File: src/design/nrw_pkg.sv
// shared types and constants of the name registry with waiters
package nrw_pkg;

  localparam int NUM_TASKS_DEF  = 32;
  localparam int NAME_BYTES_DEF = 8;
  localparam int TASK_FW        = 5;
  localparam int NAME_FW        = 64;
  localparam int STATUS_FW      = 2;

  localparam logic FUNC_REG  = 1'b0;
  localparam logic FUNC_LOOK = 1'b1;

  localparam logic [STATUS_FW-1:0] ST_ACK    = 2'd0;
  localparam logic [STATUS_FW-1:0] ST_ANSWER = 2'd1;
  localparam logic [STATUS_FW-1:0] ST_BAD    = 2'd2;

  // request token walking down the cell row
  typedef struct packed {
    logic               valid;
    logic               func;
    logic [TASK_FW-1:0] req;
    logic               hit;
    logic [TASK_FW-1:0] slot;
  } tok_t;

  typedef struct packed {
    logic [TASK_FW-1:0]   reply_task;
    logic [STATUS_FW-1:0] status;
    logic [TASK_FW-1:0]   found_task;
  } res_t;

  typedef struct packed {
    logic valid;
    res_t res;
  } emit_t;

endpackage

File: src/design/nrw_cell.sv
// one task slot: owned name, pending lookup name and a token stage
module nrw_cell #(
  parameter int IDX    = 0,
  parameter int NAME_W = 8 * nrw_pkg::NAME_BYTES_DEF
) (
  input  logic                        clk,
  input  logic                        rst_n,
  input  logic                        adv,
  input  nrw_pkg::tok_t               tok_i,
  output nrw_pkg::tok_t               tok_o,
  input  logic [NAME_W-1:0]           name_i,
  input  logic                        park_en,
  input  logic [nrw_pkg::TASK_FW-1:0] park_req,
  output nrw_pkg::emit_t              emit_o
);

  localparam logic                        IDX_OK = (IDX < (1 << nrw_pkg::TASK_FW));
  localparam logic [nrw_pkg::TASK_FW-1:0] MY_ID  = nrw_pkg::TASK_FW'(IDX);

  logic [NAME_W-1:0] owner_r, owner_nxt;
  logic [NAME_W-1:0] pend_r, pend_nxt;
  nrw_pkg::tok_t     tok_r, tok_nxt;
  logic              own_hit, pend_hit, is_me, act;

  assign own_hit = (owner_r == name_i);
  assign pend_hit = (pend_r == name_i);
  assign is_me = IDX_OK && (tok_i.req == MY_ID);
  assign act = adv && tok_i.valid;

  always_comb begin
    owner_nxt = owner_r;
    pend_nxt = pend_r;
    tok_nxt = tok_i;
    emit_o = '0;
    if (tok_i.valid && tok_i.func == nrw_pkg::FUNC_REG) begin
      // set for the requester, drop the name from any other slot
      if (is_me) begin
        owner_nxt = name_i;
      end else if (own_hit) begin
        owner_nxt = '0;
      end
      if (pend_hit) begin
        pend_nxt = '0;
        emit_o.valid = 1'b1;
        emit_o.res.reply_task = MY_ID;
        emit_o.res.status = nrw_pkg::ST_ANSWER;
        emit_o.res.found_task = tok_i.req;
      end
    end else if (tok_i.valid && !tok_i.hit && own_hit) begin
      tok_nxt.hit = 1'b1;
      tok_nxt.slot = MY_ID;
    end
    if (park_en && IDX_OK && park_req == MY_ID) begin
      pend_nxt = name_i;
    end
  end

  always_ff @(posedge clk) begin
    if (!rst_n) begin
      owner_r <= '0;
      pend_r <= '0;
      tok_r <= '0;
    end else begin
      if (act || park_en) begin
        owner_r <= act ? owner_nxt : owner_r;
        pend_r <= pend_nxt;
      end
      if (adv) begin
        tok_r <= tok_nxt;
      end
    end
  end

  assign tok_o = tok_r;

endmodule

File: config.mk
export PLATFORM = sky130hd
export DESIGN_NAME = nrw_cell
export DESIGN_NICKNAME = d
export VERILOG_FILES = /design/src/design/nrw_pkg.sv /design/src/design/nrw_cell.sv
export SDC_FILE = /design/constraint.sdc
export NUM_CORES = 1
export LEC_CHECK = 0
export ABC_AREA = 1
export BUFFER_PORTS_ARGS = -buffer_cell sky130_fd_sc_hd__buf_4
export CORE_UTILIZATION = 34
export CTS_CLUSTER_DIAMETER = 100
export DETAILED_ROUTE_END_ITERATION = 7
export PLACE_DENSITY = 0.51
export SLEW_MARGIN = 0
export SYNTH_ARGS = -nofsm -noshare
export SYNTH_HDL_FRONTEND = slang
export SYNTH_SLANG_ARGS = --single-unit
export TNS_END_PERCENT = 1
File: constraint.sdc
create_clock -name clk -period 2.5 [get_ports clk]
set_input_delay 0.625 -clock clk [delete_from_list [all_inputs] [get_ports clk]]
set_output_delay 0.625 -clock clk [all_outputs]
set_load 0.02 [all_outputs]
After elaboration in Yosys (flattened, before gate mapping)

Cells that the tools add are included.

Add/sub/neg operators: 0
Multipliers: 0
Divide/modulo/power cells: 0
Order comparisons: 0
Equal/unequal tests: 2
Shifts and indexed selects: 0
Muxes and demuxes: 9
Bitwise logic cells: 1
Reductions and logical operators: 14

Operators with widths:

| kind                | number |
|---|---|
| $mux W64            | 5 |
| $eq A64 B64 Y1      | 2 |
| $mux W13            | 2 |
| $mux W6             | 2 |
| $logic_not A5 Y1    | 2 |
| $reduce_bool A2 Y1  | 3 |
| $logic_and A1 B1 Y1 | 5 |
| $reduce_and A4 Y1   | 1 |
| $reduce_and A3 Y1   | 1 |
| $logic_not A1 Y1    | 1 |
| $logic_or A1 B1 Y1  | 1 |
| $not A1 Y1          | 1 |

Bits in registers: 141
Latch bits: 0
RAM bits: 0
ROM bits: 0
Output and inout bits: 26
Word-level logic and storage cells: 33
Memories: 0

Logic depth before layout (Yosys ltp)

Gate-level depths: netlist of the first run.

Word-level depth: 5
Gate-level depth with buffers: 12
Gate-level depth less buffers: 11

Worst setup path before layout of the first run

OpenSTA, ideal clock, no wires.

Path type: input -> output
Start point: input tok_i[12] in the netlist's numbering
End point: output emit_o[12] in the netlist's numbering
Data arrival time: 1.734 ns
Data required time: 1.875 ns
Slack: 0.141 ns
Cell stages on the path: 11
Buffers on the path: 1
Cells stage by stage: inv_1 > nor2_1 > nand2_1 > nor2_1 > nand2_1 > nor2_1 > nand2_1 > nor2_2 > nand3_1 > inv_1 > buf_4

RTL lines:

| item            | RTL line       | text |
|---|---|---|
| start, declared | nrw_cell.sv:9  | `input nrw_pkg::tok_t tok_i,` |
| end, declared   | nrw_cell.sv:14 | `output nrw_pkg::emit_t emit_o` |

==> summary.txt, run 1 <==
Maximum fanout along the worst path - 6
WP depth - 12
CTS Buffer Depth - 2
Syn Inst Count - 1024
Synth unique cells - 28
Hold Path Depth - 2
EDFF count, synth - 0
Post-synth ARST share - 0
Syn-to-layout area delta - 30.5%
Cell Count, Final, Fillers Out - 1462
Yosys top cell area share - 0.385
DRT Pass-1 Iters - 5
FP Rows - 53
CTS tree - built
Starting Density - 0.348
Critical-path cell list - buf_4 > nor2_2 > nor2_1 > nor2_1 > buf_4 > nand2_2 > nor2_2 > nand2_2 > nor2_4 > nand3_4 > nor2_1 > buf_4
Core area - 21100 sq um
Vias - 6974
Violated checks - setup timing
Synthesized area per cell - 7.17 sq um
IO Count - 112
RSZ-0062 raised after global routing - yes
Worst-path clk slew - 0.06 ns
WL final - 21.9 mm
Vias in the first global route - 6532
GRT overflow - 0
Cell Int Power - 4240 uW
Sequential Area - 2840 sq um
Fraction of layout cells with a size suffix above 1 - 0.275
Iter 0 DRT Violations - 391
Relative slew margins - 0.639
Count leader, synth - nand2_1
Cells after DPL - 1429
Peak supply drop - 0.000463 V
Psw - 1330 uW
Multi-input logic area - 3960 sq um
# setup viols final - 7
Power Total - 5580 uW
Crit path buf inv count - 3
CP delay by family, top - simple AND/OR/NAND/NOR gates
Final worst setup slack - -0.115 ns
Antenna Cells - 0
Layout net count - 1261
Routed len/inst - 15.0 um
Gp weighted congestion - 0.773
P per Cell Area - 582 nW/um^2
Post-synth top cells - nand2_1 (257), dfxtp_1 (141), a21oi_1 (123)
Crit path kind - primary input to output port
Post-Syn Area - 7340 sq um
Die area - 22200 sq um
Clk Latency, worst-skew pair - 0.43 ns
Worst setup SP type - primary input
Sinks on Clock Net - 141
Total CTS buffers - 17
Fin Hold WS - 0.465 ns
Sequential share of power - 0.409
Worst EP required - 1.88 ns
DRC - 0
Port bufs - 105
Largest net degree at the start of global routing - 65
Clock skew - 0.0128 ns
Die height - 149 um
Worst slew pin tran - 0.542 ns
Final ANT Viol Nets - 0
Static Leak - 0.00375 uW
Crit path largest cell delay - 0.15 ns
HPWL after DPL - 15.1 mm
Sequential share of the synthesized area - 0.385
Synth warnings - 0
Period utilization - 1.05
Final count of hold timing violations - 0
#FFs+latches synth - 141
Peak Freq - 0.382 GHz
Setup crit end kind - output port
Status - finished with violations
Fillcell total - 2163
Gate power share - 0.103
Clock H-tree levels - 4
Clock Power Share - 0.488
HP Class - flop to flop
Fin. max-slew vios - 0
Largest cells by area after synthesis - dfxtp_1 (38%), nand2_1 (13%), a21oi_1 (8.4%)
Worst R2R Path Depth - 10
Minimum clock period - 2.62 ns
Root Driver - clkbuf_16
All-Layer GR Usage - 0.205
Worst EP arrival - 1.99 ns
Sw Ratio - 0.239
Die W - 149 um
Max-Cap Viols - 0
Via/cell ratio - 4.77
Antenna violations before repair - 0
Slowest CP cell - nand3_4
First-pass GRT wire length - 35.1 mm
Synth Flop Type - dfxtp_1
Area leader, netlist - dfxtp_1
stage by stage:
step	setup slack [ns]	util	setup TNS, ns	area [sq um]
floorplan	0.141	-	0	7360
global placement	-0.431	0.419	-2.94	8840
detailed placement	-0.427	0.419	-2.87	8840
CTS	-0.0797	0.452	-0.415	9540
global route	-0.218	0.454	-1.42	9580
finish	-0.115	0.454	-0.646	9580
sequential cells by signal, indices dropped and copies added, names as in the netlist:
| register | cells |
|---|---|
| owner_r | 64 |
| tok_o | 13 |
| pend_r | 64 |
metal layers:
| layer | vias up | track usage | routed length (um) |
|---|---|---|---|
| met5 | - | 0 | 0 |
| met4 | 0 | 0.0551 | 214 |
| met3 | 21 | 0.0321 | 924 |
| met2 | 154 | 0.338 | 10400 |
| met1 | 3206 | 0.278 | 10400 |
| li1 | 3593 | - | - |
cells by family (layout without fill, tap and decap cells):
logic type             count (synthesis)  count (layout)  synth area share
AND/OR/NAND/NOR                      492             492             0.303
AO/OA/AOI/OAI                        170             170             0.126
flip-flops                           141             141             0.385
buffers and inverters                141             299            0.0916
XOR/XNOR                              79              79            0.0943
other                                  1               6          0.000511
path summary, 6_finish.rpt:
check / start / end / slack [ns]
worst max register to register: pend_r[28]$_SDFFE_PN0P_ / pend_r[10]$_SDFFE_PN0P_ / 0.57
worst min register to register: tok_o[3]$_SDFFE_PN0P_ / tok_o[3]$_SDFFE_PN0P_ / 0.47
worst min-delay path: tok_o[3]$_SDFFE_PN0P_ / tok_o[3]$_SDFFE_PN0P_ / 0.47
worst max-delay path: name_i[40] / emit_o[4] / -0.12
worst reg2reg max path, cell delays in order (launching register included):
cell	delay [ns]
dfxtp_1	0.33
xnor2_1	0.17
nand2_1	0.21
nor2_1	0.15
nand2_1	0.07
nor2_2	0.18
buf_4	0.16
nand4_4	0.11
buf_12	0.23
nand3_1	0.13
a21oi_1	0.07
power groups by stage:
stage / sequential (uW) / combinational [uW] / clock [uW]
2_1_floorplan: 2350 / 209 / 0
3_3_place_gp: 2330 / 570 / 0
3_5_place_dp: 2330 / 570 / 0
4_1_cts: 2280 / 577 / 2770
5_1_grt: 2280 / 629 / 2860
6_report: 2280 / 573 / 2720
layout by cell type, fill, tap and decap left out, drive strengths merged:
master | netlist | routed
nand2 | 257 | 257
nand3 | 143 | 143
a31oi | 1 | 1
bufinv | 0 | 4
clkbuf | 25 | 19
nand4 | 9 | 9
o22ai | 3 | 3
nor2 | 80 | 80
conb | 1 | 6
clkinv | 0 | 6
nor3 | 2 | 2
xnor2 | 46 | 46
clkinvlp | 0 | 2
inv | 80 | 80
xor2 | 33 | 33
buf | 36 | 188
o21ai | 25 | 25
dfxtp | 141 | 141
or2 | 1 | 1
a21oi | 141 | 141
what timing repair did:
item                                    CTS  global route
gates resized for setup                  25            17
endpoints found under the setup margin    7             7
setup buffers                             2             1
pin swaps                                20            11
hold buffers                              0             0
layout make-up:
cell class                 instances  area share
tap                              275      0.0359
clock inverter                    12      0.0176
timing repair buffer             188       0.158
inverter                          80      0.0316
multi-input combinational        747       0.414
sequential                       141       0.296
clock buffer                      19      0.0473
Note: power is estimated with default switching activity, not from simulation.
==> run 2: changes to the inputs <==
--- a/config.mk
+++ b/config.mk
@@ -11,6 +11,7 @@
 export CTS_CLUSTER_DIAMETER = 100
 export DETAILED_ROUTE_END_ITERATION = 7
 export PLACE_DENSITY = 0.51
+export REMOVE_ABC_BUFFERS = 1
 export SLEW_MARGIN = 0
 export SYNTH_ARGS = -nofsm -noshare
 export SYNTH_HDL_FRONTEND = slang
==> run 2 against run 1 <==
  * Wire length fell by 1.7%
  * Non-clock buffer count is the same
  * Clock skew is 0.0034 ns lower
  * Worst setup slack better by 0.048 ns
  * Fmax rose by 1.9%
  * The flow still finishes with violations (setup timing)
==> summary.txt, run 2 (synthesis results as in run 1) <==
Status - finished with violations
Violated checks - setup timing
DRT Pass-1 Iters - 5 (unchanged)
Worst EP arrival - 1.94 ns (-0.05 ns)
Via/cell ratio - 4.75 (-0.36%)
Worst slew pin tran - 0.597 ns (+0.0557 ns)
Fillcell total - 2203 (+1.8%)
Largest net degree at the start of global routing - 65 (unchanged)
CTS tree - built
Final count of hold timing violations - 0 (unchanged)
Critical-path cell list - buf_4 > nor2_2 > nand2_1 > nor2_1 > nand2_2 > nor2_4 > nand2_2 > nor2_4 > nand3_4 > nor2_2 > buf_6
Worst Setup SP - tok_i[11]
Maximum fanout along the worst path - 6 (unchanged)
# setup viols final - 7 (unchanged)
Iter 0 DRT Violations - 419 (+7.2%)
Port bufs - 105 (unchanged)
Relative slew margins - 0.602 (-0.0372)
HPWL after DPL - 14.7 mm (-2.9%)
Fin. max-slew vios - 0 (unchanged)
Post-route design area - 9550 sq um (-0.33%)
Die area - 22200 sq um (unchanged)
Post-CTS Hold Fix Bufs - 0 (unchanged)
First-pass GRT wire length - 34.1 mm (-2.9%)
Vias in the first global route - 6375 (-2.4%)
IO Count - 112 (unchanged)
Layout net count - 1261 (unchanged)
HP Class - flop to flop
Period utilization - 1.03 (-0.0191)
RSZ-0062 raised after global routing - yes
Die height - 149 um (unchanged)
Final ANT Viol Nets - 0 (unchanged)
DRC - 0 (unchanged)
Total CTS buffers - 17 (unchanged)
Post-layout util - 0.453 (-0.00148)
Hold Path Depth - 2 (unchanged)
Max-Cap Viols - 0 (unchanged)
Routed len/inst - 14.7 um (-1.6%)
Minimum clock period - 2.57 ns (-0.0477 ns)
Antenna Cells - 0 (unchanged)
Post-DP Area - 8800 sq um (-0.45%)
Root Driver - clkbuf_16
All-Layer GR Usage - 0.199 (-0.00680)
Die W - 149 um (unchanged)
Core area - 21100 sq um (unchanged)
Syn-to-layout area delta - 30.1%
Fraction of layout cells with a size suffix above 1 - 0.266 (-0.00904)
Vias - 6944 (-0.43%)
Setup crit end kind - output port
Crit path kind - primary input to output port
Peak Freq - 0.389 GHz (+1.9%)
Clock H-tree levels - 4 (unchanged)
Worst R2R Path Depth - 13 (+3)
Crit path largest cell delay - 0.16 ns (about the same)
Power Total - 5540 uW (-0.66%)
Worst slack, placed - -0.442 ns (-0.0152 ns)
Hold_sp - tok_o[12]$_SDFFE_PN0P_
Clk Latency, worst-skew pair - 0.42 ns (about the same)
Final worst setup slack - -0.0678 ns (+0.0477 ns)
GRT overflow - 0 (unchanged)
Worst EP required - 1.88 ns (about the same)
WL final - 21.5 mm (-1.7%)
FP Rows - 53 (unchanged)
P per Cell Area - 581 nW/um^2 (-0.34%)
Most common cell after layout, fill and taps aside - nand2_1
Antenna violations before repair - 0 (unchanged)
Sinks on Clock Net - 141 (unchanged)
Starting Density - 0.348 (unchanged)
Clock skew - 0.00934 ns (-0.00344 ns)
CTS Buffer Depth - 2 (unchanged)
Worst-path clk slew - 0.06 ns (about the same)
Peak supply drop - 0.000440 V (-5.0%)
Gp weighted congestion - 0.787 (+1.9%)
Static Leak - 0.00375 uW (about the same)
Reg2Reg Launch Point - pend_r[43]$_SDFFE_PN0P_
Most frequent cells in the layout - nand2_1 (252), buf_4 (179), dfxtp_1 (130)
Worst setup SP type - primary input
Slowest CP cell - nor2_4
run 2: worst max-delay path, delay by kind of cell:
| family | cells | cell delay, ns |
|---|---|---|
| simple gates | 9 | 1.05 |
| buf+inv | 2 | 0.25 |
run 2: final timing paths:
kind                                               end  slack (ns)
worst max-delay path                         emit_o[1]       -0.07
worst min-delay path            tok_o[12]$_SDFFE_PN0P_        0.46
worst max register to register  pend_r[3]$_SDFFE_PN0P_        0.47
worst min register to register  tok_o[12]$_SDFFE_PN0P_        0.46
run 2: power breakdown:
| group | switching, uW | internal [uW] | leakage [uW] | total (uW) |
|---|---|---|---|---|
| registers | 13.4 | 2270 | 0.00114 | 2280 |
| clock network | 960 | 1740 | 0.000314 | 2700 |
| logic | 297 | 260 | 0.00229 | 557 |
run 2: timing repair:
item                       CTS  global route
pin swaps                   18             5
buffers inserted             4             1
hold endpoints to repair     0             0
resized for setup           30             5
setup endpoints to repair    7             7
run 2: final cells by class:
cell class,instances,area [sq um],area share
well taps,275,344,0.0360
repair buffers,188,1500,0.157
clock buffers,24,522,0.0547
flip-flops and latches,141,2840,0.297
multi-input cells,747,3940,0.413
clock inverters,6,105,0.0110
inverters,80,303,0.0317
run 2: layer usage:
metal / GRT usage / routed length, um
met1: 0.283 / 10500
met5: 0 / 0
met4: 0.0541 / 249
met3: 0.0294 / 920
met2: 0.310 / 9830
run 2: metrics by stage:
stage	setup TNS (ns)	hold WS [ns]	cells
after detailed placement	-3.00	0.454	1427
after CTS	-0.332	0.463	1460
final	-0.367	0.462	1461
after floorplan	-311.33	0.454	968
after global routing	-1.24	0.474	1461
after global placement	-2.92	0.451	1427
